<file path="src/rtl/core/hcs_pkg.sv">
// Shared types, codes and mod-26 helpers for the 2x2 Hill cipher stream block.
// No dependencies; compiled first.
`timescale 1ns / 1ps
`default_nettype none

package hcs_pkg;

  // Configuration register indexes
  localparam logic [2:0] REG_KEY_R0C0     = 3'd0;
  localparam logic [2:0] REG_KEY_R0C1     = 3'd1;
  localparam logic [2:0] REG_KEY_R1C0     = 3'd2;
  localparam logic [2:0] REG_KEY_R1C1     = 3'd3;
  localparam logic [2:0] REG_MODE_DECRYPT = 3'd4;

  // Result status codes
  localparam logic [1:0] ST_OK         = 2'd0;
  localparam logic [1:0] ST_NONLETTER  = 2'd1;
  localparam logic [1:0] ST_NO_INVERSE = 2'd2;

  localparam logic [7:0] CHAR_UPPER_A = 8'h41;
  localparam logic [7:0] CHAR_UPPER_Z = 8'h5a;
  localparam logic [7:0] CHAR_LOWER_A = 8'h61;
  localparam logic [7:0] CHAR_LOWER_Z = 8'h7a;
  localparam logic [7:0] CASE_OFFSET  = 8'd32;
  localparam logic [4:0] PAD_LETTER   = 5'd23;  // 'X'

  localparam logic [10:0] MODULUS    = 11'd26;
  localparam logic [10:0] DET_BIAS   = 11'd676;  // 26*26, keeps the determinant positive
  localparam logic [19:0] MOD_RECIP  = 20'd315;  // floor(2^13 / 26)
  localparam int          RECIP_SHIFT = 13;

  // Work done for the pair part of one request
  typedef enum logic [1:0] {
    OP_NONE = 2'd0,
    OP_PAIR = 2'd1,
    OP_ERR  = 2'd2
  } op_t;

  // x mod 26 for x < 2048: reciprocal estimate is low by at most one
  function automatic logic [4:0] mod26(input logic [10:0] x);
    logic [19:0] prod;
    logic [10:0] q;
    logic [10:0] r;
    prod = 20'(x) * MOD_RECIP;
    q    = 11'(prod >> RECIP_SHIFT);
    r    = x - 11'(q * MODULUS);
    if (r >= MODULUS) begin
      r = r - MODULUS;
    end
    return r[4:0];
  endfunction

  // Multiplicative inverse mod 26; 0 when none exists
  function automatic logic [4:0] inv26(input logic [4:0] d);
    logic [4:0] r;
    unique case (d)
      5'd1:    r = 5'd1;
      5'd3:    r = 5'd9;
      5'd5:    r = 5'd21;
      5'd7:    r = 5'd15;
      5'd9:    r = 5'd3;
      5'd11:   r = 5'd19;
      5'd15:   r = 5'd7;
      5'd17:   r = 5'd23;
      5'd19:   r = 5'd11;
      5'd21:   r = 5'd5;
      5'd23:   r = 5'd17;
      5'd25:   r = 5'd25;
      default: r = 5'd0;
    endcase
    return r;
  endfunction

  // (26 - x) mod 26 for x < 26
  function automatic logic [4:0] neg26(input logic [4:0] x);
    logic [4:0] r;
    if (x == 5'd0) begin
      r = 5'd0;
    end else begin
      r = 5'(MODULUS[5:0] - {1'b0, x});
    end
    return r;
  endfunction

endpackage

`default_nettype wire

</file>
<file path="src/rtl/core/hcs_chan_if.sv">
// Valid/ready channel interfaces for the Hill cipher stream block.
// Standalone; no package needed.
`timescale 1ns / 1ps
`default_nettype none

interface hcs_char_if;
  logic       valid;
  logic       ready;
  logic [7:0] char_in;
  logic       message_end;

  modport source (output valid, output char_in, output message_end, input ready);
  modport sink   (input valid, input char_in, input message_end, output ready);
endinterface

interface hcs_result_if;
  logic       valid;
  logic       ready;
  logic [7:0] char_out;
  logic [1:0] status;
  logic       last_of_run;
  logic       message_done;

  modport source (output valid, output char_out, output status, output last_of_run,
                  output message_done, input ready);
  modport sink   (input valid, input char_out, input status, input last_of_run,
                  input message_done, output ready);
endinterface

`default_nettype wire

</file>
<file path="src/rtl/core/hill_cipher_2x2_stream_top.sv">
// 2x2 Hill cipher (mod 26) on an ASCII byte stream: top level.
// Depends on hcs_pkg and the channel interfaces in hcs_chan_if.sv.
`timescale 1ns / 1ps
`default_nettype none

// Letters of either case enter on char_chan, one request per cycle while the
// block is ready, and leave as uppercase ciphertext (or plaintext in decrypt
// mode) on result_chan. Every second letter completes a pair and yields two
// letters; a lone letter at message end is padded with X. A non-letter yields
// one status-1 result, and a letter under a non-invertible decrypt key yields
// one status-2 result. The path is two register stages: the request register
// (class, pair state) and a three-slot result register that the multiply and
// mod-26 logic fills. A request's results pass through the request register,
// then enter the result register once it is free. Input flows at one request
// per cycle as long as each request gives at most one result and the result
// port is not stalled; a request that gives more results holds the output
// longer, so the sustained rate is set by the single result port. The
// decrypt matrix is rebuilt from the key registers: the inverse determinant
// is registered at the configuration write and the matrix in the cycle after,
// ready before any request taken after the write reaches the multipliers.
module hill_cipher_2x2_stream_top (
  input  wire logic       clk,
  input  wire logic       rst,
  hcs_char_if.sink        char_chan,
  hcs_result_if.source    result_chan,
  input  wire logic       cfg_we,
  input  wire logic [2:0] cfg_index,
  input  wire logic [4:0] cfg_data
);
  import hcs_pkg::*;

  // ---------------------------------------------------------------------
  // Configuration: keys are stored already reduced mod 26
  // ---------------------------------------------------------------------
  logic [4:0] key_a, key_b, key_c, key_d;
  logic       mode;
  logic [4:0] inv_det;
  logic [4:0] key_a_next, key_b_next, key_c_next, key_d_next;
  logic       mode_next;
  logic [4:0] cfg_red;
  logic [4:0] det_next;

  assign cfg_red = (cfg_data >= 5'd26) ? (cfg_data - 5'd26) : cfg_data;

  always_comb begin
    key_a_next = key_a;
    key_b_next = key_b;
    key_c_next = key_c;
    key_d_next = key_d;
    mode_next  = mode;
    if (cfg_we) begin
      unique case (cfg_index)
        REG_KEY_R0C0:     key_a_next = cfg_red;
        REG_KEY_R0C1:     key_b_next = cfg_red;
        REG_KEY_R1C0:     key_c_next = cfg_red;
        REG_KEY_R1C1:     key_d_next = cfg_red;
        REG_MODE_DECRYPT: mode_next  = cfg_data[0];
        default:          ;  // writes past the register list are dropped
      endcase
    end
  end

  // Determinant of the key as it stands after this write
  assign det_next = mod26(11'(key_a_next) * 11'(key_d_next) + DET_BIAS
                          - 11'(key_b_next) * 11'(key_c_next));

  // Active matrix: key in encrypt mode, adjugate times inverse determinant
  logic [4:0] mat0, mat1, mat2, mat3;
  logic       key_ok;

  assign key_ok = !mode || (inv_det != 5'd0);

  always_ff @(posedge clk) begin
    if (rst) begin
      key_a   <= 5'd1;
      key_b   <= 5'd0;
      key_c   <= 5'd0;
      key_d   <= 5'd1;
      mode    <= 1'b0;
      inv_det <= 5'd1;
      mat0    <= 5'd1;
      mat1    <= 5'd0;
      mat2    <= 5'd0;
      mat3    <= 5'd1;
    end else begin
      key_a   <= key_a_next;
      key_b   <= key_b_next;
      key_c   <= key_c_next;
      key_d   <= key_d_next;
      mode    <= mode_next;
      inv_det <= inv26(det_next);
      mat0    <= mode ? mod26(11'(key_d) * 11'(inv_det)) : key_a;
      mat1    <= mode ? mod26(11'(neg26(key_b)) * 11'(inv_det)) : key_b;
      mat2    <= mode ? mod26(11'(neg26(key_c)) * 11'(inv_det)) : key_c;
      mat3    <= mode ? mod26(11'(key_a) * 11'(inv_det)) : key_d;
    end
  end

  // ---------------------------------------------------------------------
  // Stage A: classify the request and track the held letter
  // ---------------------------------------------------------------------
  logic       pair_pending;
  logic [4:0] held_letter;
  logic       pair_pending_next;
  logic [4:0] held_letter_next;

  logic [7:0] ch_up;
  logic [7:0] ch_off;
  logic       is_letter;
  logic [4:0] letter;

  logic       plan_nl;
  op_t        plan_op;
  logic [4:0] plan_p0, plan_p1;

  logic       in_take;

  assign ch_up = (char_chan.char_in >= CHAR_LOWER_A && char_chan.char_in <= CHAR_LOWER_Z)
                 ? (char_chan.char_in - CASE_OFFSET) : char_chan.char_in;
  assign is_letter = (ch_up >= CHAR_UPPER_A) && (ch_up <= CHAR_UPPER_Z);
  assign ch_off    = ch_up - CHAR_UPPER_A;
  assign letter    = ch_off[4:0];

  always_comb begin
    plan_nl           = 1'b0;
    plan_op           = OP_NONE;
    plan_p0           = held_letter;
    plan_p1           = PAD_LETTER;
    pair_pending_next = pair_pending;
    held_letter_next  = held_letter;
    if (!is_letter) begin
      // Drop the byte; flush a held letter at message end
      plan_nl = 1'b1;
      if (char_chan.message_end) begin
        if (pair_pending) begin
          plan_op = key_ok ? OP_PAIR : OP_ERR;
        end
        pair_pending_next = 1'b0;
      end
    end else if (!key_ok) begin
      plan_op           = OP_ERR;
      pair_pending_next = 1'b0;
      held_letter_next  = 5'd0;
    end else if (pair_pending) begin
      plan_op           = OP_PAIR;
      plan_p1           = letter;
      pair_pending_next = 1'b0;
    end else if (char_chan.message_end) begin
      plan_op = OP_PAIR;
      plan_p0 = letter;
    end else begin
      // First letter of a pair: hold it
      held_letter_next  = letter;
      pair_pending_next = 1'b1;
    end
  end

  logic       a_valid;
  logic       a_nl;
  op_t        a_op;
  logic [4:0] a_p0, a_p1;
  logic       a_end;

  // ---------------------------------------------------------------------
  // Stage B: multiply mod 26 and fill the result slots
  // ---------------------------------------------------------------------
  logic [4:0] c0, c1;
  logic [7:0] let0, let1;
  logic [1:0] grp_n;
  logic [7:0] grp_char [3];
  logic [1:0] grp_st   [3];

  assign c0   = mod26(11'(mat0) * 11'(a_p0) + 11'(mat1) * 11'(a_p1));
  assign c1   = mod26(11'(mat2) * 11'(a_p0) + 11'(mat3) * 11'(a_p1));
  assign let0 = CHAR_UPPER_A + {3'b000, c0};
  assign let1 = CHAR_UPPER_A + {3'b000, c1};

  always_comb begin
    for (int i = 0; i < 3; i++) begin
      grp_char[i] = 8'd0;
      grp_st[i]   = ST_OK;
    end
    grp_n = 2'd0;
    if (a_nl) begin
      grp_st[0] = ST_NONLETTER;
      unique case (a_op)
        OP_PAIR: begin
          grp_char[1] = let0;
          grp_char[2] = let1;
          grp_n       = 2'd3;
        end
        OP_ERR: begin
          grp_st[1] = ST_NO_INVERSE;
          grp_n     = 2'd2;
        end
        default: grp_n = 2'd1;
      endcase
    end else begin
      unique case (a_op)
        OP_PAIR: begin
          grp_char[0] = let0;
          grp_char[1] = let1;
          grp_n       = 2'd2;
        end
        OP_ERR: begin
          grp_st[0] = ST_NO_INVERSE;
          grp_n     = 2'd1;
        end
        default: grp_n = 2'd0;
      endcase
    end
  end

  // ---------------------------------------------------------------------
  // Result register: up to three results, drained from slot 0
  // ---------------------------------------------------------------------
  logic [7:0] res_char [3];
  logic [1:0] res_st   [3];
  logic [1:0] res_left;
  logic       res_end;

  logic       res_pop;
  logic       can_load;
  logic       a_consume;
  logic       grp_load;

  assign res_pop   = (res_left != 2'd0) && result_chan.ready;
  assign can_load  = (res_left == 2'd0) || ((res_left == 2'd1) && result_chan.ready);
  assign a_consume = a_valid && ((grp_n == 2'd0) || can_load);
  assign grp_load  = a_consume && (grp_n != 2'd0);

  // Take a new request whenever stage A is empty or moves on this cycle
  assign char_chan.ready = !a_valid || a_consume;
  assign in_take         = char_chan.valid && char_chan.ready;

  always_ff @(posedge clk) begin
    if (rst) begin
      a_valid      <= 1'b0;
      a_op         <= OP_NONE;
      pair_pending <= 1'b0;
      held_letter  <= 5'd0;
      res_left     <= 2'd0;
    end else begin
      if (in_take) begin
        a_valid      <= 1'b1;
        a_op         <= plan_op;
        pair_pending <= pair_pending_next;
        held_letter  <= held_letter_next;
      end else if (a_consume) begin
        a_valid <= 1'b0;
      end
      if (grp_load) begin
        res_left <= grp_n;
      end else if (res_pop) begin
        res_left <= res_left - 2'd1;
      end
    end
  end

  // Payload: no reset
  always_ff @(posedge clk) begin
    if (in_take) begin
      a_nl  <= plan_nl;
      a_p0  <= plan_p0;
      a_p1  <= plan_p1;
      a_end <= char_chan.message_end;
    end
    if (grp_load) begin
      res_char <= grp_char;
      res_st   <= grp_st;
      res_end  <= a_end;
    end else if (res_pop) begin
      // Advance the remaining results toward slot 0
      res_char[0] <= res_char[1];
      res_char[1] <= res_char[2];
      res_st[0]   <= res_st[1];
      res_st[1]   <= res_st[2];
    end
  end

  assign result_chan.valid        = (res_left != 2'd0);
  assign result_chan.char_out     = res_char[0];
  assign result_chan.status       = res_st[0];
  assign result_chan.last_of_run  = (res_left == 2'd1);
  assign result_chan.message_done = (res_left == 2'd1) && res_end;

endmodule

`default_nettype wire

</file>
<file path="src/flat_wrapper.sv">
// flat-port wrapper written by rule: the top's interface ports become plain ports
module hill_cipher_2x2_stream_top_flat import hcs_pkg::*;
  (clk, rst, cfg_we, cfg_index, cfg_data, char_chan_valid, char_chan_char_in, char_chan_message_end, char_chan_ready, result_chan_valid, result_chan_char_out, result_chan_status, result_chan_last_of_run, result_chan_message_done, result_chan_ready);
  hcs_char_if char_chan_i ();
  hcs_result_if result_chan_i ();
  input  wire logic clk;
  input  wire logic rst;
  input  wire logic cfg_we;
  input  wire logic [2:0] cfg_index;
  input  wire logic [4:0] cfg_data;
  input wire logic [$bits(char_chan_i.valid)-1:0] char_chan_valid;
  input wire logic [$bits(char_chan_i.char_in)-1:0] char_chan_char_in;
  input wire logic [$bits(char_chan_i.message_end)-1:0] char_chan_message_end;
  output wire logic [$bits(char_chan_i.ready)-1:0] char_chan_ready;
  output wire logic [$bits(result_chan_i.valid)-1:0] result_chan_valid;
  output wire logic [$bits(result_chan_i.char_out)-1:0] result_chan_char_out;
  output wire logic [$bits(result_chan_i.status)-1:0] result_chan_status;
  output wire logic [$bits(result_chan_i.last_of_run)-1:0] result_chan_last_of_run;
  output wire logic [$bits(result_chan_i.message_done)-1:0] result_chan_message_done;
  input wire logic [$bits(result_chan_i.ready)-1:0] result_chan_ready;
  assign char_chan_i.valid = char_chan_valid;
  assign char_chan_i.char_in = char_chan_char_in;
  assign char_chan_i.message_end = char_chan_message_end;
  assign char_chan_ready = char_chan_i.ready;
  assign result_chan_valid = result_chan_i.valid;
  assign result_chan_char_out = result_chan_i.char_out;
  assign result_chan_status = result_chan_i.status;
  assign result_chan_last_of_run = result_chan_i.last_of_run;
  assign result_chan_message_done = result_chan_i.message_done;
  assign result_chan_i.ready = result_chan_ready;
  hill_cipher_2x2_stream_top u_core (.clk(clk), .rst(rst), .char_chan(char_chan_i), .result_chan(result_chan_i), .cfg_we(cfg_we), .cfg_index(cfg_index), .cfg_data(cfg_data));
endmodule
</file>
<file path="config.mk">
export PLATFORM = sky130hd
export DESIGN_NAME = hill_cipher_2x2_stream_top_flat
export DESIGN_NICKNAME = d
export VERILOG_FILES = /design/src/rtl/core/hcs_pkg.sv /design/src/rtl/core/hcs_chan_if.sv /design/src/rtl/core/hill_cipher_2x2_stream_top.sv /design/src/flat_wrapper.sv
export SDC_FILE = /design/constraint.sdc
export NUM_CORES = 1
export LEC_CHECK = 0
export BUFFER_PORTS_ARGS = -buffer_cell sky130_fd_sc_hd__buf_4
export CORE_MARGIN = 5
export CORE_UTILIZATION = 50
export DETAILED_ROUTE_END_ITERATION = 10
export PLACE_DENSITY = 0.77
export SLEW_MARGIN = 0
export SYNTH_ARGS = -nofsm -noshare
export SYNTH_HDL_FRONTEND = slang
export SYNTH_SLANG_ARGS = --single-unit
</file>
<file path="constraint.sdc">
create_clock -name clk -period 27.4 [get_ports clk]
set_input_delay 1.37 -clock clk [delete_from_list [all_inputs] [get_ports clk]]
set_output_delay 1.37 -clock clk [all_outputs]
set_load 0.1 [all_outputs]
</file>
=== Yosys cells after proc, flatten, opt, wreduce, memory -nomap -nowiden ===
Memories as Yosys holds them, arrays and structs flattened. A register that Yosys moved wholly into a read port is not among the register bits.
Cells that the tools add are included.

* $add $sub $neg: 26
* Multipliers: 24
* Order comparisons: 12
* Equality and inequality tests: 9
* Muxes and demuxes: 62
* Reduce and logical (&&, ||, !) cells: 29

{| class="wikitable"
|+ Operators by type and width
! operator !! number
|-
| $mux W5 || 31
|-
| $mul A5 B5 Y10 || 10
|-
| $ge A11 B5 Y1 const B || 7
|-
| $mul A10 B9 Y19 const B || 4
|-
| $mul A11 B9 Y20 const B || 3
|-
| $mux W16 || 3
|-
| $sub A10 B11 Y11 || 4
|-
| $mul A6 B4 Y10 const B || 4
|-
| $sub A5 B5 Y5 const B || 8
|-
| $sub A11 B11 Y11 || 3
|-
| $mul A7 B4 Y10 const B || 3
|-
| $mux W2 || 12
|-
| $mux W8 || 3
|-
| $add A10 B10 Y11 || 2
|-
| $add A7 B5 Y8 const A || 2
|-
| $ge A8 B7 Y1 const B || 2
|-
| $le A8 B7 Y1 const B || 2
|-
| $add A10 B10 Y11 const B || 1
|-
| $sub A11 B10 Y11 || 1
|-
| $logic_not A5 Y1 || 2
|-
| $reduce_bool A2 Y1 || 5
|-
| $sub A5 B5 Y5 const A || 2
|-
| $mux W1 || 9
|-
| $logic_and A1 B1 Y1 || 8
|-
| other kinds (20) || 31
|}

* Flip-flop bits (word level): 93
* ROM bits: 160
* Bits of input ports: 22
* Output and inout port bits: 14
* Memories kept: 1

{| class="wikitable"
|+ Memory list
! name !! words !! bits a word !! read ports !! clocked after Yosys merged registers in !! write ports !! line !! RTL
|-
| (name not given) || 32 || 5 || 1 || 1 || 0 || hcs_pkg.sv:56 || <nowiki>unique case (d)</nowiki>
|}

=== Depth between registers and ports, before layout ===
Gate-level depths: netlist (run 1).

* Depth in word-level cells: 12
* Depth in mapped cells: 59
* Depth with buffers taken out: 58

=== Worst setup path after synthesis (run 1) ===
OpenSTA, ideal clock, no wires.

* Path type: input-to-reg
* Start point: in cfg_we
* End point: reg u_core.inv_det[4]
* Library setup time: 0.136 ns
* Arrival: 13.910 ns
* Required time: 27.264 ns
* Setup slack: 13.354 ns
* Cell stages on the path: 49
* Path buffers: 1
* Path through: nor2b_1 -> nand2_1 -> nor2_1 -> mux2i_1 -> nor2_1 -> fa_1 -> inv_1 -> fa_1 -> fa_1 -> fa_1 -> inv_1 -> fa_1 -> inv_1 -> ha_1 -> nand2_1 -> o21ai_1 -> a21oi_1 -> xnor2_1 -> (+13 left out) -> a311oi_1 -> xnor2_1 -> fa_1 -> inv_1 -> ha_1 -> nor2b_1 -> o21a_1 -> o21a_1 -> or2_2 -> ha_1 -> o41ai_2 -> o211ai_1 -> and4bb_1 -> o211ai_2 -> buf_2 -> nor4b_1 -> o311ai_1 -> o211ai_1

* Word-level cells in the longest chain between the ends: 9
* Elaborated cells on any way between the ends: 14
* Those cells by class: add/sub (4); mul (4); order compare (1); mux (5)

{| class="wikitable"
|+ Ends and longest elaborated chain
! what !! line !! RTL
|-
| from (decl) || flat_wrapper.sv:8 || <nowiki>input wire logic cfg_we;</nowiki>
|-
| $mux W5 || hill_cipher_2x2_stream_top.sv:51 || <nowiki>if (cfg_we) begin</nowiki>
|-
| $mul A5 B5 Y10 || hill_cipher_2x2_stream_top.sv:64 || <nowiki>assign det_next = mod26(11'(key_a_next) * 11'(key_d_next) + DET_BIAS</nowiki>
|-
| $add A10 B10 Y11 || hill_cipher_2x2_stream_top.sv:64 ||
|-
| $sub A11 B10 Y11 * || hill_cipher_2x2_stream_top.sv:65 || <nowiki>- 11'(key_b_next) * 11'(key_c_next));</nowiki>
|-
| $mul A11 B9 Y20 || hcs_pkg.sv:44 || <nowiki>prod = 20'(x) * MOD_RECIP;</nowiki>
|-
| $mul A7 B4 Y10 || hcs_pkg.sv:46 || <nowiki>r = x - 11'(q * MODULUS);</nowiki>
|-
| $sub A11 B11 Y11 * || hcs_pkg.sv:46 ||
|-
| $ge A11 B5 Y1 / $sub A5 B5 Y5 (equally long branches) || hcs_pkg.sv:47, hcs_pkg.sv:48 ||
|-
| $mux W5 * || hcs_pkg.sv:47 || <nowiki>if (r >= MODULUS) begin</nowiki>
|-
| to (decl) || hill_cipher_2x2_stream_top.sv:37 || <nowiki>logic [4:0] inv_det;</nowiki>
|}

Mark *: on every way between the ends. The rest lies on a longest branch, timed or not.
A chain may end at the register's enable or synchronous reset.

=== Worst setup path after layout (run 1) ===
* Start point: in cfg_index[2]
* End point: reg u_core.inv_det[1]

* Word-level cells in the longest chain between the ends: 11
* Elaborated cells on any way between the ends: 22
* Those cells by class: add/sub (4); mul (4); order compare (1); eq/ne (3); mux (9); reduce/logical (1)

{| class="wikitable"
|+ Ends and longest elaborated chain
! what !! line !! RTL
|-
| from (decl) || flat_wrapper.sv:9 || <nowiki>input wire logic [2:0] cfg_index;</nowiki>
|-
| $eq A3 B2 Y1 / $logic_not A3 Y1 (equally long branches) || hill_cipher_2x2_stream_top.sv:52 || <nowiki>unique case (cfg_index)</nowiki>
|-
| $mux W5 || hill_cipher_2x2_stream_top.sv:52 ||
|-
| $mux W5 || hill_cipher_2x2_stream_top.sv:51 ||
|-
| $mul A5 B5 Y10 || hill_cipher_2x2_stream_top.sv:64 ||
|-
| $add A10 B10 Y11 || hill_cipher_2x2_stream_top.sv:64 ||
|-
| $sub A11 B10 Y11 * || hill_cipher_2x2_stream_top.sv:65 ||
|-
| $mul A11 B9 Y20 || hcs_pkg.sv:44 ||
|-
| $mul A7 B4 Y10 || hcs_pkg.sv:46 ||
|-
| $sub A11 B11 Y11 * || hcs_pkg.sv:46 ||
|-
| $ge A11 B5 Y1 / $sub A5 B5 Y5 (equally long branches) || hcs_pkg.sv:47, hcs_pkg.sv:48 ||
|-
| $mux W5 * || hcs_pkg.sv:47 ||
|}

Marks and branches as above.

==> results of run 1 <==
[kinds of logic (layout without fill, tap and decap cells)]
family | after synthesis | count (layout) | share of synthesized area (%)
compound gates | 484 | 484 | 10.91
other cells | 1 | 1 | 0.01242
fa+ha+maj | 1046 | 1046 | 52.49
buf+inv | 864 | 883 | 10.89
xor+xnor | 172 | 172 | 5.050
mux | 31 | 31 | 1.056
simple gates | 725 | 725 | 12.14
flops | 94 | 94 | 7.456
[Yosys cell counts, types with 11 or more instances]
cell type	number
inv_1	822
ha_1	676
fa_1	369
nor2_1	197
and2_1	156
nand2_1	145
a21oi_1	143
xnor2_1	100
xor2_1	71
a21o_1	66
o21ai_0	63
dfxtp_1	57
nor3_1	41
edfxtp_1	37
nor2b_1	36
clkbuf_1	29
nand3_1	25
o21a_1	25
o21bai_1	25
mux2i_1	24
or2_2	23
nand2b_1	21
o211ai_1	17
or3_1	15
a211oi_1	14
o31ai_1	13
and3_1	12
nor3b_1	12
a31oi_1	11
nand3b_1	11
[metal layers]
metal	wire length [um]	part of all wire, %	up-vias	global-route usage (%)
li1	-	-	11087	-
met1	25770	45	10573	23.12
met2	28410	50	350	32.04
met3	2162	3.8	58	2.190
met4	762	1.3	0	3.148
met5	0	0	-	0
[worst max path at each step]
stage	start	end	slack, ns	cells after the start
2_1_floorplan	cfg_we	u_core.inv_det[4]	13.35	49
5_1_grt	cfg_index[2]	u_core.inv_det[1]	11.06	50
3_5_place_dp	cfg_index[2]	u_core.inv_det[1]	11.73	50
3_3_place_gp	cfg_index[2]	u_core.inv_det[1]	12.17	50
4_1_cts	cfg_index[2]	u_core.inv_det[1]	12.06	50
6_report	cfg_index[2]	u_core.inv_det[1]	11.97	50
[metrics by stage]
stage	hold slack [ns]	cell area [um2]	util, %	cells	setup WS [ns]
finish	0.4216	31650	52.64	4218	11.97
global route	0.4325	31650	52.64	4218	11.06
CTS	0.4238	31650	52.64	4218	12.06
detailed placement	0.4066	31320	52.08	4202	11.73
global placement	0.4036	31320	52.08	4202	12.17
floorplan	0.4003	30210	-	3417	13.35
[flip-flops by register name, indices dropped and copies added, names as in the netlist, 2 cells and up]
signal / flops
u_core.key_d: 5
u_core.res_char: 14
u_core.res_left: 2
u_core.inv_det: 5
u_core.a_op: 2
u_core.key_c: 5
u_core.mat2: 5
u_core.result_chan.char_out: 7
u_core.a_p0: 5
u_core.key_b: 5
u_core.mat0: 5
u_core.key_a: 5
u_core.mat3: 5
u_core.held_letter: 5
u_core.mat1: 5
u_core.a_p1: 5
u_core.result_chan.status: 2
[worst max-delay path, delay by kind of cell]
kind,cells,cell delay [ns]
AND/OR/NAND/NOR,9,1.84
buffers and inverters,9,0.60
multiplexers,1,0.52
adder cells (fa/ha/maj),14,6.35
AO/OA/AOI/OAI,15,4.26
XOR/XNOR,2,0.75
[area by class of cell]
cell class,instances,share of cell area (%)
tap,782,3.091
clock inverter,6,0.2688
sequential,94,7.115
timing repair buffer,45,1.067
inverter,822,9.748
multi-input combinational,2459,77.92
clock buffer,10,0.7906
==> flow_summary.yaml, run 1 <==
outcome:
  status: "completed"
job:
  maxCapViolations: 0
grt:
  grt.total_usage_pct: 17.72
  grt_max_degree: 59
  grt.overflow.total: 0
  grt_pass1_wl_mm: 101.0
  antenna_found_initial: 0
  grt_pass1_vias: 22511
clock_network:
  h-tree-depth: 3
  cts_resized: 0
  cts_setup_buffers: 0
  clock_sinks: 94
  path_clk_slew_ns: 0.07
  cts_tree: "yes"
  cts_root_buf: "clkbuf_16"
  clockBufferDepth: 2
  insertion_delay_ns: 0.37
  cts_buffers: 9
  hold_buffers: 0
floorplanning:
  dieArea_um2: 65430
  coreArea_um2: 60130
  initial_utilization_pct: 50.23
  pin_count: 36
  die_h_um: 255.8
  die_x_um: 255.8
  rows: 90
yosys:
  synth-edff-count: 37
  ys_warn_count: 0
  syn_nets: 4484
  synth.avg_cell_area_um2: 8.840
  syn_inst: 3417
  syn_area_um2: 30210
  yosysUniqueCellTypes: 88
  seq_area_frac_synth_pct: 7.456
  ys_async_sr_fraction_pct: 0
  synthDominantCellAreaShare_pct: 28.00
  synth_top_cell_by_area: "ha_1"
  synthTopCellsByArea: "ha_1, fa_1, inv_1, dfxtp_1, edfxtp_1"
  ys_ff_latch: 94
  synth_flop_cell: "dfxtp_1"
hold_path:
  worstHoldEndpoint: "u_core.res_end"
  holdCritPathClass: "reg -> reg"
  min_path_cells: 0
  hp-start: "u_core.a_end"
placed_design:
  dpl.hpwl_mm: 49.92
  place.gp.congestion: 0.8707
  numPortBuffers: 34
routing:
  detail-route-antenna-nets: 0
  wl_per_cell_um: 13.54
  drc: 0
  first_iter_violations: 969
  via_per_inst: 5.232
  drtPass1Iterations: 5
  vias: 22068
  wl_mm: 57.10
sta:
  rsz0062_at_grt: "no"
  clock_skew_ns: 0.01082
  max_slew.worst_pin.slew_ns: 1.073
  setup_viol: 0
  finalSetupTns_ns: 0
  maxSlewHeadroom_pct: 27.98
  drv_slew: 0
  max_freq_ghz: 0.06480
  hold_violations: 0
  fin_crit_sh_pct: 56.32
  period_needed_ns: 15.43
setup_path:
  cp_max_fo: 16
  endpoint_kind: "flip-flop"
  crit_top_cell: "fa_1"
  critPathLaunchType: "primary input"
  timing.rr.start: "u_core.a_p0[3]"
  critical_path.max_stage_delay_ns: 0.58
  ff2ff_path_depth: 58
  rrSetupSlack_ns: 13.25
  cp.arrival_ns: 15.72
  critPathRequiredTime_ns: 27.69
  r2r_end: "u_core.res_char[12]"
  path_class: "in -> reg"
  critPathSlowestCell: "fa_1"
cells_and_area:
  mostFrequentLayoutCells: "inv_1, ha_1, fa_1"
  fin_nets: 4498
  n_fill_cell: 5507
  diodes: 0
  multi_input_area_um2: 24660
  area_growth_pct: 4.793
  register_area_um2: 2252
  mostFrequentLayoutCell: "inv_1"
  drive_above_1_share_pct: 3.172
Power of run 1 is not shown: default switching activity piles up to over one toggle a cycle in this logic, so the estimate is an artifact.
==> inputs of run 2 (changes only) <==
Clock period 27.4 ns to 15.2 ns, I/O delays scaled along.
==> run 2 against run 1 <==
- hold slack better by 0.020 ns
- clock-buffer cell count is 1 lower
- flip-flop and latch count unchanged
- non-clock buffer count grew 2
- global-route usage up 0.28 points
- critical path depth grew 3
- wire length increased by 1.2%
- critical endpoint unchanged
- largest cell class unchanged
==> flow_summary.yaml, run 2 (synthesis gave the netlist of run 1 again) <==
cells_and_area:
  mostFrequentLayoutCell: "inv_1"
  area_growth_pct: 4.826
  diodes: 0
  largest_reg_flops: 14
  final_util_pct: 52.65
  final_area_um2: 31660
  mostFrequentLayoutCells: "inv_1, ha_1, fa_1"
  largest_register: "u_core.res_char"
  drive_above_1_share_pct: 3.345
  fin_nets: 4500
  final_cells: 4220
grt:
  antenna_found_initial: 0
  grt.total_usage_pct: 18.01
  grt_use_met1_pct: 23.50
  grt.overflow.total: 0
  grt_pass1_vias: 22636
  grt_use_met3_pct: 2.220
  grt_pass1_wl_mm: 102.5
  use_met2_pct: 32.60
  top_usage_layer: "met2"
  grt_max_degree: 59
setup_path:
  cp.arrival_ns: 14.52
  path_class: "in -> reg"
  cp_max_fo: 16
  critPathLaunchType: "primary input"
  ff2ff_path_depth: 56
  endpoint_kind: "flip-flop"
  critPathSlowestCell: "fa_1"
  critPathRequiredTime_ns: 15.49
  critical_path.max_stage_delay_ns: 0.54
clock_network:
  clock_sinks: 94
  path_clk_slew_ns: 0.08
  h-tree-depth: 3
  cts_setup_buffers: 0
  hold_buffers: 0
  cts_buffers: 9
  cts_root_buf: "clkbuf_16"
  insertion_delay_ns: 0.38
  cts_tree: "yes"
  clockBufferDepth: 2
placed_design:
  place.gp.congestion: 0.8754
  postPlaceCellArea_um2: 31330
  numPortBuffers: 34
  dpl.hpwl_mm: 50.35
  placedCellCount: 4204
routing:
  wl_mm: 57.78
  first_iter_violations: 1039
  wl_per_cell_um: 13.69
  drtPass1Iterations: 5
  detail-route-antenna-nets: 0
  vias: 22145
  drc: 0
  via_per_inst: 5.248
hold_path:
  holdCritPathClass: "reg -> reg"
  min_path_cells: 0
sta:
  hold_violations: 0
  drv_slew: 0
  setup_viol: 0
  max_freq_ghz: 0.07028
  clock_skew_ns: 0.01093
  rsz0062_at_grt: "no"
  fin_crit_sh_pct: 93.62
  max_slew.worst_pin.slew_ns: 1.052
  maxSlewHeadroom_pct: 29.38
  finalSetupTns_ns: 0
  period_needed_ns: 14.23
floorplanning:
  die_x_um: 255.8
  dieArea_um2: 65430
  die_h_um: 255.8
  coreArea_um2: 60130
  initial_utilization_pct: 50.23
  rows: 90
  pin_count: 36
job:
  maxCapViolations: 0
outcome:
  status: "completed"
[run 2: changes by cell type in the layout (fill, tap and decap cells not counted), sizes merged]
cell    change
clkinv      +2
bufinv      -1
buf         +2
clkbuf      -1
[run 2: metal layers]
metal  vias to the layer above  share of wire (%)
met4                         0                1.4
li1                      11096                  -
met3                        67                3.2
met2                       343                 50
met1                     10639                 45
met5                         -                  0
[run 2: what timing repair did]
| item | 4_1_cts | 5_1_grt |
|---|---|---|
| setup endpoints to repair | 0 | 5 |
| endpoints found under the hold margin | 0 | 0 |
| resized for setup | 0 | 5 |
[run 2: path summary, 6_finish.rpt]
check | to | slack [ns] | start
setup / recovery | u_core.inv_det[1] | 0.97 | cfg_data[1]
hold / removal | u_core.res_end | 0.44 | u_core.a_end
setup reg to reg | u_core.res_char[12] | 1.43 | u_core.a_p0[3]
hold reg to reg | u_core.res_end | 0.44 | u_core.a_end
[run 2: area by class of cell]
cell class              instances  area, um2
fillers                      5508      28470
flip-flops and latches         94       2252
clock buffers                   9      225.2
well taps                     782      978.4
multi-input cells            2459      24690
inverters                     822       3085
clock inverters                 7      75.07
repair buffers                 47      352.8
[run 2: per-stage QoR]
stage | setup WS (ns) | hold slack, ns
6_report | 0.9702 | 0.4411
5_1_grt | 0.01054 | 0.4269
4_1_cts | 0.4978 | 0.4332
3_5_place_dp | 0.1262 | 0.4227
3_3_place_gp | 0.5587 | 0.4206
2_1_floorplan | 1.764 | 0.4003
[run 2: critical path: cells and delay by family]
family | cells | cell delay, ns
AO/OA/AOI/OAI | 19 | 4.57
XOR/XNOR | 2 | 0.61
adder cells (fa/ha/maj) | 15 | 6.10
buffers and inverters | 9 | 0.73
multiplexers | 1 | 0.29
AND/OR/NAND/NOR | 7 | 1.44
Power of run 2 is left out for the same reason.
